==> config.mk <==
export PLATFORM = sky130hd
export DESIGN_NAME = dms_ctrl
export DESIGN_NICKNAME = d
export VERILOG_FILES = /design/src/rtl/dms_pkg.sv /design/src/rtl/dms_ctrl.sv
export SDC_FILE = /design/constraint.sdc
export NUM_CORES = 1
export LEC_CHECK = 0
export BUFFER_PORTS_ARGS = -buffer_cell sky130_fd_sc_hd__buf_2
export CELL_PAD_IN_SITES_DETAIL_PLACEMENT = 0
export CELL_PAD_IN_SITES_GLOBAL_PLACEMENT = 1
export CORE_MARGIN = 2
export CORE_UTILIZATION = 42
export CTS_CLUSTER_SIZE = 40
export DETAILED_ROUTE_END_ITERATION = 8
export GPL_ROUTABILITY_DRIVEN = 0
export PLACE_DENSITY = 0.82
export SLEW_MARGIN = 25
export SYNTH_ARGS = -nofsm -noshare
export SYNTH_HDL_FRONTEND = slang
export SYNTH_SLANG_ARGS = --single-unit
==> constraint.sdc <==
create_clock -name clk -period 2.1 [get_ports clk]
set_clock_uncertainty 0.1 [all_clocks]
set_input_delay 0.315 -clock clk [delete_from_list [all_inputs] [get_ports clk]]
set_output_delay 0.315 -clock clk [all_outputs]
set_load 0.02 [all_outputs]
==> src/rtl/dms_pkg.sv <==
// Shared constants, twiddle table and command/status types for the DFT magnitude block.
`timescale 1ns / 1ps
package dms_pkg;
	localparam int FrameSize = 128;
	localparam int IdxW = 7;
	localparam int BinW = 6;
	localparam int SampleW = 16;
	localparam int MagW = 24;
	localparam int AccW = 40;
	localparam int PowW = 80;
	localparam int RootW = 41;
	localparam int DivShift = 14; // log2(FrameSize*128)

	typedef struct packed {
		logic clear_acc;  // start a new bin
		logic mac_en;     // accumulate one product pair
		logic root_start; // launch square root on current sums
		logic root_step;  // advance one squaring phase or one bit of the root
	} dms_cmd_t;

	typedef struct packed {
		logic root_done;
	} dms_sts_t;

	// Q15 twiddles: cos(2*pi*i/128) and sin, half away from zero, saturated
	function automatic logic signed [15:0] cos_tw(input logic [IdxW-1:0] i);
		logic [4:0] r;
		logic [1:0] q;
		logic signed [15:0] c;
		logic signed [15:0] s;
		r = i[4:0];
		q = i[6:5];
		c = quarter(r);
		s = quarter(5'(32 - int'(r)) );
		if (r == 5'd0) s = 16'sd0;
		case (q)
			2'd0: cos_tw = c;
			2'd1: cos_tw = -s;
			2'd2: cos_tw = -c;
			default: cos_tw = s;
		endcase
	endfunction

	function automatic logic signed [15:0] sin_tw(input logic [IdxW-1:0] i);
		sin_tw = cos_tw(7'(int'(i) + 96));
	endfunction

	// cos(pi/2 * r/32) in Q15, r in 0..31
	function automatic logic signed [15:0] quarter(input logic [4:0] r);
		case (r)
			5'd0: quarter = 16'sd32767; 5'd1: quarter = 16'sd32729;
			5'd2: quarter = 16'sd32610; 5'd3: quarter = 16'sd32413;
			5'd4: quarter = 16'sd32138; 5'd5: quarter = 16'sd31786;
			5'd6: quarter = 16'sd31357; 5'd7: quarter = 16'sd30853;
			5'd8: quarter = 16'sd30274; 5'd9: quarter = 16'sd29622;
			5'd10: quarter = 16'sd28899; 5'd11: quarter = 16'sd28106;
			5'd12: quarter = 16'sd27246; 5'd13: quarter = 16'sd26320;
			5'd14: quarter = 16'sd25330; 5'd15: quarter = 16'sd24279;
			5'd16: quarter = 16'sd23170; 5'd17: quarter = 16'sd22006;
			5'd18: quarter = 16'sd20788; 5'd19: quarter = 16'sd19520;
			5'd20: quarter = 16'sd18205; 5'd21: quarter = 16'sd16846;
			5'd22: quarter = 16'sd15447; 5'd23: quarter = 16'sd14010;
			5'd24: quarter = 16'sd12540; 5'd25: quarter = 16'sd11039;
			5'd26: quarter = 16'sd9512; 5'd27: quarter = 16'sd7962;
			5'd28: quarter = 16'sd6393; 5'd29: quarter = 16'sd4808;
			5'd30: quarter = 16'sd3212; 5'd31: quarter = 16'sd1608;
			default: quarter = 16'sd0;
		endcase
	endfunction
endpackage

==> src/rtl/dms_ctrl.sv <==
// Controller: frame fill, bin/sample sequencing, output register load.
`timescale 1ns / 1ps
module dms_ctrl (
	input  logic                        clk,
	input  logic                        arst_n,
	input  logic                        in_fire,
	output logic                        in_rdy,
	output logic [dms_pkg::IdxW-1:0]    wr_addr,
	output logic [dms_pkg::IdxW-1:0]    rd_addr,
	output logic [dms_pkg::IdxW-1:0]    tw_idx,
	output dms_pkg::dms_cmd_t           cmd,
	input  dms_pkg::dms_sts_t           sts,
	output logic                        out_load,
	output logic [dms_pkg::BinW-1:0]    bin_q,
	input  logic                        out_busy
);
	localparam logic [2:0] S_FILL = 3'd0, S_MAC = 3'd1, S_DRAIN = 3'd2,
		S_ROOT = 3'd3, S_OUT = 3'd4;
	logic [2:0] state_q;
	logic [dms_pkg::IdxW-1:0] fill_q, n_q, tw_q;
	logic [1:0] drain_q;

	assign in_rdy = (state_q == S_FILL);
	assign wr_addr = fill_q;
	assign rd_addr = n_q;
	assign tw_idx = tw_q;

	always_comb begin
		cmd = '0;
		cmd.mac_en = (state_q == S_MAC);
		cmd.clear_acc = (state_q == S_FILL && in_fire && fill_q == 7'd127)
			|| (state_q == S_OUT);
		cmd.root_start = (state_q == S_DRAIN && drain_q == 2'd2);
		cmd.root_step = (state_q == S_ROOT);
	end
	// hold the finished bin until the output register is free
	assign out_load = (state_q == S_ROOT && sts.root_done && !out_busy);

	always_ff @(posedge clk or negedge arst_n) begin
		if (!arst_n) begin
			state_q <= S_FILL;
			fill_q <= '0;
			n_q <= '0;
			tw_q <= '0;
			bin_q <= '0;
			drain_q <= '0;
		end else begin
			case (state_q)
				S_FILL: if (in_fire) begin
					fill_q <= fill_q + 7'd1;
					if (fill_q == 7'd127) begin
						state_q <= S_MAC;
						bin_q <= '0;
						n_q <= '0;
						tw_q <= '0;
					end
				end
				S_MAC: begin
					n_q <= n_q + 7'd1;
					tw_q <= tw_q + 7'(bin_q);
					if (n_q == 7'd127) begin
						state_q <= S_DRAIN;
						drain_q <= '0;
					end
				end
				S_DRAIN: begin
					drain_q <= drain_q + 2'd1;
					if (drain_q == 2'd2) state_q <= S_ROOT;
				end
				S_ROOT: if (sts.root_done && !out_busy) state_q <= S_OUT;
				S_OUT: begin
					if (bin_q == 6'd63) state_q <= S_FILL;
					else begin
						bin_q <= bin_q + 6'd1;
						n_q <= '0;
						tw_q <= '0;
						state_q <= S_MAC;
					end
				end
				default: state_q <= S_FILL;
			endcase
		end
	end
endmodule

## After elaboration in Yosys (flattened, before gate mapping)

Index checks and enable logic that the tools add are counted.

- Add/subtract/negate cells: 5
- Eq/ne operators: 14
- Multiplexer cells: 18
- Reduce and logical (&&, ||, !) cells: 17

Operator list:

| operator | count |
|---|---|
| $pmux 7 s3 | 2 |
| $mux 7 | 3 |
| $mux 6 | 3 |
| $mux 3 | 5 |
| $pmux 3 s5 | 1 |
| $add 7x1->7 const B | 2 |
| $eq 7x7->1 const B | 2 |
| $pmux 6 s2 | 1 |
| $ne 2x1->1 const B | 4 |
| $reduce_and 4->1 | 2 |
| $add 7x6->7 | 1 |
| $add 6x1->6 const B | 1 |
| $eq 3x2->1 const B | 2 |
| $eq 6x6->1 const B | 1 |
| $logic_and 1x1->1 | 6 |
| $reduce_and 5->1 | 1 |
| $ne 2x2->1 const B | 2 |
| $pmux 2 s2 | 1 |
| $reduce_and 2->1 | 2 |
| $reduce_bool 2->1 | 2 |
| $eq 3x1->1 const B | 1 |
| $eq 3x3->1 const B | 1 |
| $logic_not 3->1 | 1 |
| $reduce_bool 3->1 | 1 |
| other kinds (6) | 6 |

- Register bits after elaboration: 32
- Input bits: 5
- Output and inout port bits: 33
- Logic and storage cells: 60

## Logic depth before layout (Yosys ltp)

Gate-level depths: netlist (run 1).

- Depth in word-level cells: 4
- Gate-level depth with buffers: 7
- Depth with buffers taken out: 7

## Worst setup path before layout (run 1)

Ideal clock, no wire load.

- Path type: flip-flop to flip-flop
- Start: register bin_q[0] (netlist bit)
- End: register tw_q (netlist bit tw_idx[6])
- Setup time: 126 ps
- Data arrival time: 1829 ps
- Required time: 1874 ps
- Path slack: 45 ps
- Cell stages (with the launch flop): 8
- Path buffers: 0
- Period minus slack after synthesis: 2055 ps
- Cell sequence: dfrtp_1 -> ha_1 -> inv_1 -> fa_1 -> nor2b_1 -> o31a_1 -> o21ai_0 -> a221o_1

- Longest elaborated chain between the ends: 3
- Elaborated cells between the ends (all ways): 5
- Classes of those cells: add/sub: 1; eq/ne: 2; mux: 1; reduce/logical: 1

Ends and longest elaborated chain:

| element | line | RTL |
|---|---|---|
| start: declaration | dms_ctrl.sv:14 | `output logic [dms_pkg::BinW-1:0] bin_q,` |
| start signal: assignment | dms_ctrl.sv:74 | `bin_q <= bin_q + 6'd1;` |
| branches (longest 3 deep; another with $add 7x6->7) | -- |  |
| end signal: assignment | dms_ctrl.sv:60 | `tw_q <= tw_q + 7'(bin_q);` |
| end: declaration | dms_ctrl.sv:20 | `logic [dms_pkg::IdxW-1:0] fill_q, n_q, tw_q;` |

Several ways; the timed one is not identified.
A chain may end at the register's enable or synchronous reset.

## Worst setup path after layout (run 1)

- Start: register tw_q (netlist bit tw_idx[0])
- End: register tw_q (netlist bit tw_idx[6])

- Longest elaborated chain between the ends: 2

Ends and longest elaborated chain:

| element | line | RTL |
|---|---|---|
| $add 7x6->7 | dms_ctrl.sv:60 |  |
| $pmux 7 s3 | dms_ctrl.sv:48 | `case (state_q)` |

Every way passes these cells.

==> impl_metrics.ini, run 1 <==
[timing]
worstMarginPinSlew_ns = 0.7317
fin_crit_ns = 2.010
rsz0062_at_grt = false
finalHoldViolations = 26
fin_crit_sh = 0.9569
slew_headroom = 0.5122
timing.hold.ws_ns = -0.01812
finalSetupTns_ns = 0
fmax_mhz = 497.6
drv_slew = 0
setup_viol = 0

[synthesis]
synth_nets = 207
synth.yosys.seq_area_share = 0.4167
async_flop_share = 1.000
synth_ff_type = dfrtp_1
synth_top_area_share = 0.4167
synth_cell_types = 56
synth_area_leader_cell = dfrtp_1
yosysMostFrequentCell = dfrtp_1
synth_top_cells_by_area = dfrtp_1 42%, ha_1 6.5%, a21oi_1 2.6%
synth_edf_count = 0
ys_seq_elements = 32
synth_commonest_cells = 32 x dfrtp_1, 13 x nand2_1, 13 x nor2_1
synth_warnings = 0
syn_avg_cell_area_um2 = 10.06
synth_area_um2 = 1922
netlist_instances = 191

[critical_path]
path_cells = ha_1 > inv_1 > fa_1 > nor2b_1 > o31a_1 > o21ai_0 > a221o_1
slowest_delay_ns = 0.40
start_kind = register
cp_data_arrival_time_ns = 2.09
crit_fanout = 3
crit_required_ns = 2.18
crit_path_end_kind = register
path_class = reg2reg
reg2reg_depth = 7
cp_slowest_cell = fa_1

[layout]
regArea_um2 = 802.0
multi_input_comb_area_um2 = 1054
final_core_util = 0.5371
syn_to_final_growth_pct = 22.53
nFillCells = 419
drive_gt1_frac = 0.2792
n_antenna_cell = 0
layout.nets = 255
stdcell_count = 292
design_area_um2 = 2355

[placed_design]
post-place-cells = 281
dpl.hpwl_mm = 3.103
io_buffer_count = 37
place_area_um2 = 2183

[hold_path]
hold_path_class = in2async

[run_status]
outcome = finished, violations left
failed_checks = negative hold slack

[drt]
drt-initial-drc-count = 83
routed_wl_mm = 4.378
wl_per_cell_um = 14.99
ant_nets = 0
via_count = 1632
viasPerCell = 5.589
drc_errors = 0
first_pass_iters = 4

[clock_tree]
cts_buffer_depth = 2
clkTransAtPathRegs_ns = 0.07
root_buffer = clkbuf_8
htreeDepth = 2
cts_buffers = 5
cts_hold_buf = 0
clock_sinks = 32
clock_latency_ns = 0.29
cts_tree = yes

[grt]
grt_usage = 0.1802
antenna_found_initial = 0
grt.overflow.total = 0
grt_pass1_wl_mm = 7.141
grt_pass1_vias = 1480
grt_max_degree = 33

[pwr]
p_seq_frac = 0.311
switching_share = 0.4440
pwr-share-comb = 0.520
switching_power_mw = 1.712
cellLeakagePower_nw = 1.152
clockPowerShare = 0.169
ir_worst_vdd_mv = 0.6929
cellPowerDensity_nw_per_um2 = 1637
p_int_mw = 2.144

[floorplan]
rows = 24
die_w_um = 71.65
fp.dieH_um = 71.65
core_um2 = 4384
dieArea_um2 = 5133
boundaryPins = 38
initial_core_util = 0.4384

[job]
cap_violations = 0
-- per-layer routing --
| layer | global-route usage | up-vias | share of wire | wire length [µm] |
|---|---|---|---|---|
| li1 | - | 814 | - | - |
| met1 | 0.2422 | 781 | 0.48 | 2094 |
| met2 | 0.2850 | 33 | 0.47 | 2050 |
| met3 | 0.04782 | 4 | 0.043 | 187 |
| met4 | 0.05660 | 0 | 0.010 | 45 |
| met5 | 0 | - | 0 | 0 |
-- cell usage in the layout, fill, tap and decap left out, types with 5 or more instances in the layout --
cell type,n
buf_2,37
clkbuf_8,7
nor2_1,12
buf_4,9
nand3_1,8
dfrtp_1,31
nand2_1,13
ha_1,10
a22o_1,5
o21ai_0,8
xnor2_1,5
inv_1,7
a31oi_1,5
a21oi_1,10
-- through the flow --
stage | setup slack [ns] | total power [mW]
3_5_place_dp | 0.1136 | 3.143
3_3_place_gp | 0.1776 | 3.105
6_report | 0.09042 | 3.856
2_1_floorplan | 0.04547 | 2.546
5_1_grt | 0.001189 | 4.139
4_1_cts | 0.03942 | 3.818
-- worst paths after layout --
check                                 from         end  slack (ns)
worst min-delay path                arst_n   tw_idx[6]       -0.02
worst max register to register   tw_idx[0]   tw_idx[6]        0.09
max in group asynchronous           arst_n  state_q[0]        1.40
worst max-delay path             tw_idx[0]   tw_idx[6]        0.09
worst min register to register  wr_addr[6]  wr_addr[6]        0.39
min in group clk                       sts  state_q[2]        0.21
-- critical path, delay by kind of cell, from the launching register on --
family	cells	cell delay (ns)
compound gates	3	0.54
fa+ha+maj	2	0.60
buf+inv	1	0.06
flops	1	0.38
simple gates	1	0.20
-- cell families (layout without fill, tap and decap cells) --
logic type | Yosys count | after routing | share of synthesized area
and+or+nand+nor | 67 | 67 | 0.2155
AOI/OAI and AO/OA | 56 | 56 | 0.2038
DFF | 32 | 32 | 0.4167
buffers and inverters | 15 | 64 | 0.04101
adders and majority gates | 11 | 11 | 0.07552
xor gates and xnor gates | 8 | 8 | 0.03646
muxes | 2 | 2 | 0.01107
-- cell type report --
cell class | instances | share of cell area
Inverter | 8 | 0.01275
Multi-Input combinational cell | 144 | 0.4474
Clock buffer | 7 | 0.04091
Timing Repair Buffer | 48 | 0.1180
Sequential cell | 32 | 0.3406
Tap cell | 52 | 0.02763
Clock inverter | 1 | 0.01275
-- sequential cells by signal, summed over array words and instances, names as in the netlist --
register  count
tw_idx        7
wr_addr       7
rd_addr       7
bin_q         6
state_q       3
drain_q       2
-- power by group through the flow --
| stage | sequential, mW | clock (mW) | combinational [mW] |
|---|---|---|---|
| 6_report | 1.20 | 0.653 | 2.00 |
| 5_1_grt | 1.25 | 0.690 | 2.20 |
| 4_1_cts | 1.21 | 0.668 | 1.94 |
| 3_5_place_dp | 1.21 | 0 | 1.93 |
| 3_3_place_gp | 1.20 | 0 | 1.90 |
| 2_1_floorplan | 1.40 | 0 | 1.15 |
-- timing repair --
item | in CTS | in global routing
pin swaps | 0 | 1
resized for setup | 1 | 2
endpoints found under the setup margin | 2 | 2
setup buffers | 0 | 3
cloned | 0 | 0
Power figures use the tool's default switching activity.
==> inputs of run 2 (changes only) <==
Settings changed: CORE_UTILIZATION 42 to 45, PLACE_DENSITY 0.82 to 0.87.
Clock period 2.1 ns to 2.54 ns, I/O delays scaled along.
==> run 2 against run 1 <==
Net effect:
- total power decreased by 24%
- die area decreased by 6.3%
- highest routed layer unchanged
- combinational power decreased by 24%
- utilization increased by 0.99 points
- sequential share of layout area increased by 2.0 points
- the run now ends clean
==> impl_metrics.ini, run 2 (synthesis gave the netlist of run 1 again) <==
[run_status]
outcome = finished, final reports clean

[floorplan]
die_w_um = 69.35
dieArea_um2 = 4809
boundaryPins = 38
initial_core_util = 0.4736
rows = 23
core_um2 = 4058
fp.dieH_um = 69.35

[grt]
grt_use_met3 = 0.04506
grt_usage = 0.1836
globalRouteMet2Util = 0.2671
antenna_found_initial = 0
grt_pass1_wl_mm = 7.038
grt_max_degree = 33
met1_usage = 0.2651
grt_pass1_vias = 1443
grt-busiest-layer = met2
grt.overflow.total = 0

[critical_path]
cp_slowest_cell = dfrtp_1
crit_path_end_kind = output port
startpoint = state_q[0]
start_kind = register
path_class = reg2out
reg2reg_depth = 7
cp_data_arrival_time_ns = 1.84
r2r-start = bin_q[0]
path_cells = or3b_4 > inv_2 > buf_2
crit_fanout = 16
slowest_delay_ns = 0.60
crit_required_ns = 2.06
rrSetupSlack_ns = 0.46
r2r_end = tw_idx[6]

[drt]
drt-initial-drc-count = 126
routed_wl_mm = 4.054
viasPerCell = 5.601
wl_per_cell_um = 14.58
via_count = 1557
first_pass_iters = 4
drc_errors = 0
ant_nets = 0

[clock_tree]
clock_sinks = 32
cts_setup_buffers = 0
htreeDepth = 2
clock_latency_ns = 0.28
cts_buffers = 5
root_buffer = clkbuf_8
cts_hold_buf = 0
cts_resized = 0
cts_tree = yes
clkTransAtPathRegs_ns = 0.07
cts_buffer_depth = 2

[timing]
finalSetupTns_ns = 0
setup_viol = 0
finalHoldViolations = 0
fmax_mhz = 431.7
rsz0062_at_grt = false
fin_crit_ns = 2.316
slew_headroom = 0.5190
drv_slew = 0
worstMarginPinSlew_ns = 0.7215
fin_crit_sh = 0.9120

[placed_design]
io_buffer_count = 37
post-place-cells = 271
dpl.hpwl_mm = 2.966
place_area_um2 = 2121

[pwr]
ir_worst_vdd_mv = 0.4528
cellLeakagePower_nw = 1.087
cellPowerDensity_nw_per_um2 = 1321

[layout]
syn_to_final_growth_pct = 15.49
regArea_um2 = 800.8
design_area_um2 = 2220
n_antenna_cell = 0
drive_gt1_frac = 0.2368
final_common_cell = buf_2
layout.nets = 244
nFillCells = 355
final_cell_mix = 37 x buf_2, 32 x dfrtp_1, 13 x nor2_1, 13 x nand2_1
stdcell_count = 278
multi_input_comb_area_um2 = 1045

[hold_path]
hold_path_class = in2async

[job]
cap_violations = 0
-- run 2: cell types whose count changed in the layout (fill, tap and decap cells not counted), sizes merged --
cell,before,now
buf,47,37
clkbuf,8,7
bufinv,1,0
-- run 2: stage by stage --
stage                 util  worst slack (ns)  power [mW]  hold WS, ns
CTS                 0.5464            0.1265       2.949      0.07125
detailed placement  0.5227            0.4293       2.516       0.3827
global placement    0.5227            0.4443       2.493       0.3775
floorplan                -            0.4855       2.105     -0.01459
global route        0.5470           0.03793       3.188       0.1202
finish              0.5470            0.2236       2.933      0.04808
-- run 2: how the worst max path moves through the flow --
stage,end,cells past startpoint
after floorplan,tw_idx[6],7
after detailed placement,cmd[2],3
after CTS,cmd[2],3
after global routing,cmd[3],4
after global placement,cmd[2],3
final,cmd[2],3
-- run 2: final cells by class --
cell class | count | share of cell area
Clock buffer | 7 | 0.04340
Tap cell | 50 | 0.02818
Timing Repair Buffer | 37 | 0.08343
Inverter | 8 | 0.01353
Sequential cell | 32 | 0.3608
Multi-Input combinational cell | 144 | 0.4707
-- run 2: worst max-delay path: cells and delay by family, from the launching register on --
family	cells	cell delay (ns)
flops	1	0.60
buf+inv	2	0.45
simple gates	1	0.50
-- run 2: routing by layer --
metal	vias to the layer above	routed length, µm
li1	797	-
met1	717	2000
met2	36	1826
met3	7	168
met4	0	59
met5	-	0
-- run 2: power breakdown --
part           total, mW  internal (mW)  leakage [nW]  switching [mW]
clock              0.421          0.241        0.0503           0.180
combinational       1.52          0.627         0.639           0.892
sequential         0.993          0.717         0.398           0.276
total               2.93           1.59          1.09            1.35
==> inputs of run 3 (changes only) <==
Settings changed: CELL_PAD_IN_SITES_DETAIL_PLACEMENT 0 to 1, SKIP_LAST_GASP set to 1.
==> run 3 against run 2 <==
Net effect:
- sequential power hardly changed
- critical path depth unchanged
- highest routed layer unchanged
- sequential share of layout area is 0.16 points higher
- first-iteration DRC count shrank 22%
- total power increased by 1.8%
- count of clock-buffer cells in the layout is 1 higher
- routed wire length grew 18%
- die area stayed put
- largest cell class unchanged
==> impl_metrics.ini, run 3 (synthesis gave the netlist of run 1 again) <==
[drt]
via_count = 1663
drc_errors = 0
first_pass_iters = 4
viasPerCell = 5.961
ant_nets = 0
routed_wl_mm = 4.803
wl_per_cell_um = 17.22
drt-initial-drc-count = 98

[timing]
fmax_mhz = 422.7
fin_crit_sh = 0.9314
worstMarginPinSlew_ns = 0.7287
timing.hold.ws_ns = 0.05549
finalHoldViolations = 0
slew_headroom = 0.5142
drv_slew = 0
setup_viol = 0
finalSetupTns_ns = 0
fin_crit_ns = 2.366
rsz0062_at_grt = false

[critical_path]
crit_path_end_kind = output port
slowest_delay_ns = 0.61
path_buf_inv = 2
r2r_end = tw_idx[6]
start_kind = register
startpoint = state_q[0]
cp_slowest_cell = dfrtp_1
cp_data_arrival_time_ns = 1.88
crit_required_ns = 2.06
cp_top_family = flip-flops
path_cells = or3b_1 > clkinv_2 > buf_2
r2r-start = bin_q[0]
reg2reg_depth = 7
rrSetupSlack_ns = 0.35
crit_fanout = 16
path_class = reg2out

[floorplan]
dieArea_um2 = 4809
initial_core_util = 0.4736
die_w_um = 69.35
core_um2 = 4058
fp.dieH_um = 69.35
rows = 23
boundaryPins = 38

[clock_tree]
clock_latency_ns = 0.28
cts_buffers = 5
clkTransAtPathRegs_ns = 0.07
cts_buffer_depth = 2
cts_setup_buffers = 0
clock_sinks = 32
cts_hold_buf = 0
htreeDepth = 2
root_buffer = clkbuf_8
cts_tree = yes

[grt]
antenna_found_initial = 0
grt_pass1_vias = 1694
grt_pass1_wl_mm = 8.307
grt_max_degree = 33
grt_usage = 0.2134
grt.overflow.total = 0

[placed_design]
place_area_um2 = 2121
io_buffer_count = 37
post-place-cells = 271
dpl.hpwl_mm = 3.524

[layout]
nFillCells = 472
final_common_cell = buf_2
n_antenna_cell = 0
final_cell_mix = 37 x buf_2, 31 x dfrtp_1, 13 x nor2_1, 13 x nand2_1
layout.nets = 244
drive_gt1_frac = 0.2314
stdcell_count = 279
syn_to_final_growth_pct = 15.17
design_area_um2 = 2213

[job]
cap_violations = 0

[pwr]
cellLeakagePower_nw = 1.079
cellPowerDensity_nw_per_um2 = 1349
ir_worst_vdd_mv = 0.5742

[run_status]
outcome = finished, final reports clean

[hold_path]
hold_path_class = in2async
[run 3: changes by cell type in the layout (fill, tap and decap cells not counted), sizes merged]
cell	delta
inv	-1
clkbuf	+1
clkinv	+1
[run 3: repair_timing]
action	in CTS	in global routing
resized for setup	0	2
setup endpoints to repair	0	2
hold endpoints to repair	0	0
[run 3: through the flow]
step           utilization  total power [mW]  setup slack [ns]
6_report            0.5455             2.985            0.1743
5_1_grt             0.5455             3.241           0.02238
4_1_cts             0.5449             3.014           0.09479
3_5_place_dp        0.5227             2.587            0.4008
3_3_place_gp        0.5227             2.493            0.4443
2_1_floorplan            -             2.105            0.4855
[run 3: worst reg2reg max path: cells and delay by family (launching register included)]
kind                       cells  cell delay [ns]
buffers and inverters          1             0.06
and+or+nand+nor                1             0.25
DFF                            1             0.45
AOI/OAI and AO/OA              3             0.57
adders and majority gates      2             0.63
[run 3: layout make-up]
| cell class | instances | area, µm² | area share |
|---|---|---|---|
| well taps | 50 | 62.56 | 0.02826 |
| inverters | 8 | 31.28 | 0.01413 |
| clock buffers | 8 | 90.09 | 0.04070 |
| multi-input cells | 144 | 1042 | 0.4709 |
| repair buffers | 37 | 185.2 | 0.08366 |
| flip-flops and latches | 32 | 802.0 | 0.3624 |
[run 3: report_power, final]
part | leakage, nW | internal [mW] | switching, mW
combinational | 0.637 | 0.629 | 0.958
sequential | 0.396 | 0.717 | 0.283
clock | 0.0455 | 0.221 | 0.177
[run 3: worst max path at each step]
stage | end | depth (start not counted)
final | cmd[2] | 3
after global routing | cmd[2] | 3
after CTS | cmd[2] | 3
after detailed placement | cmd[2] | 3
after global placement | cmd[2] | 3
after floorplan | tw_idx[6] | 7
[run 3: metal layers]
metal / up-vias / global-route usage / routed length, µm
li1: 791 / - / -
met1: 825 / 0.2956 / 2262
met2: 37 / 0.3301 / 2299
met3: 10 / 0.04651 / 167
met4: 0 / 0.07407 / 74
met5: - / 0 / 0
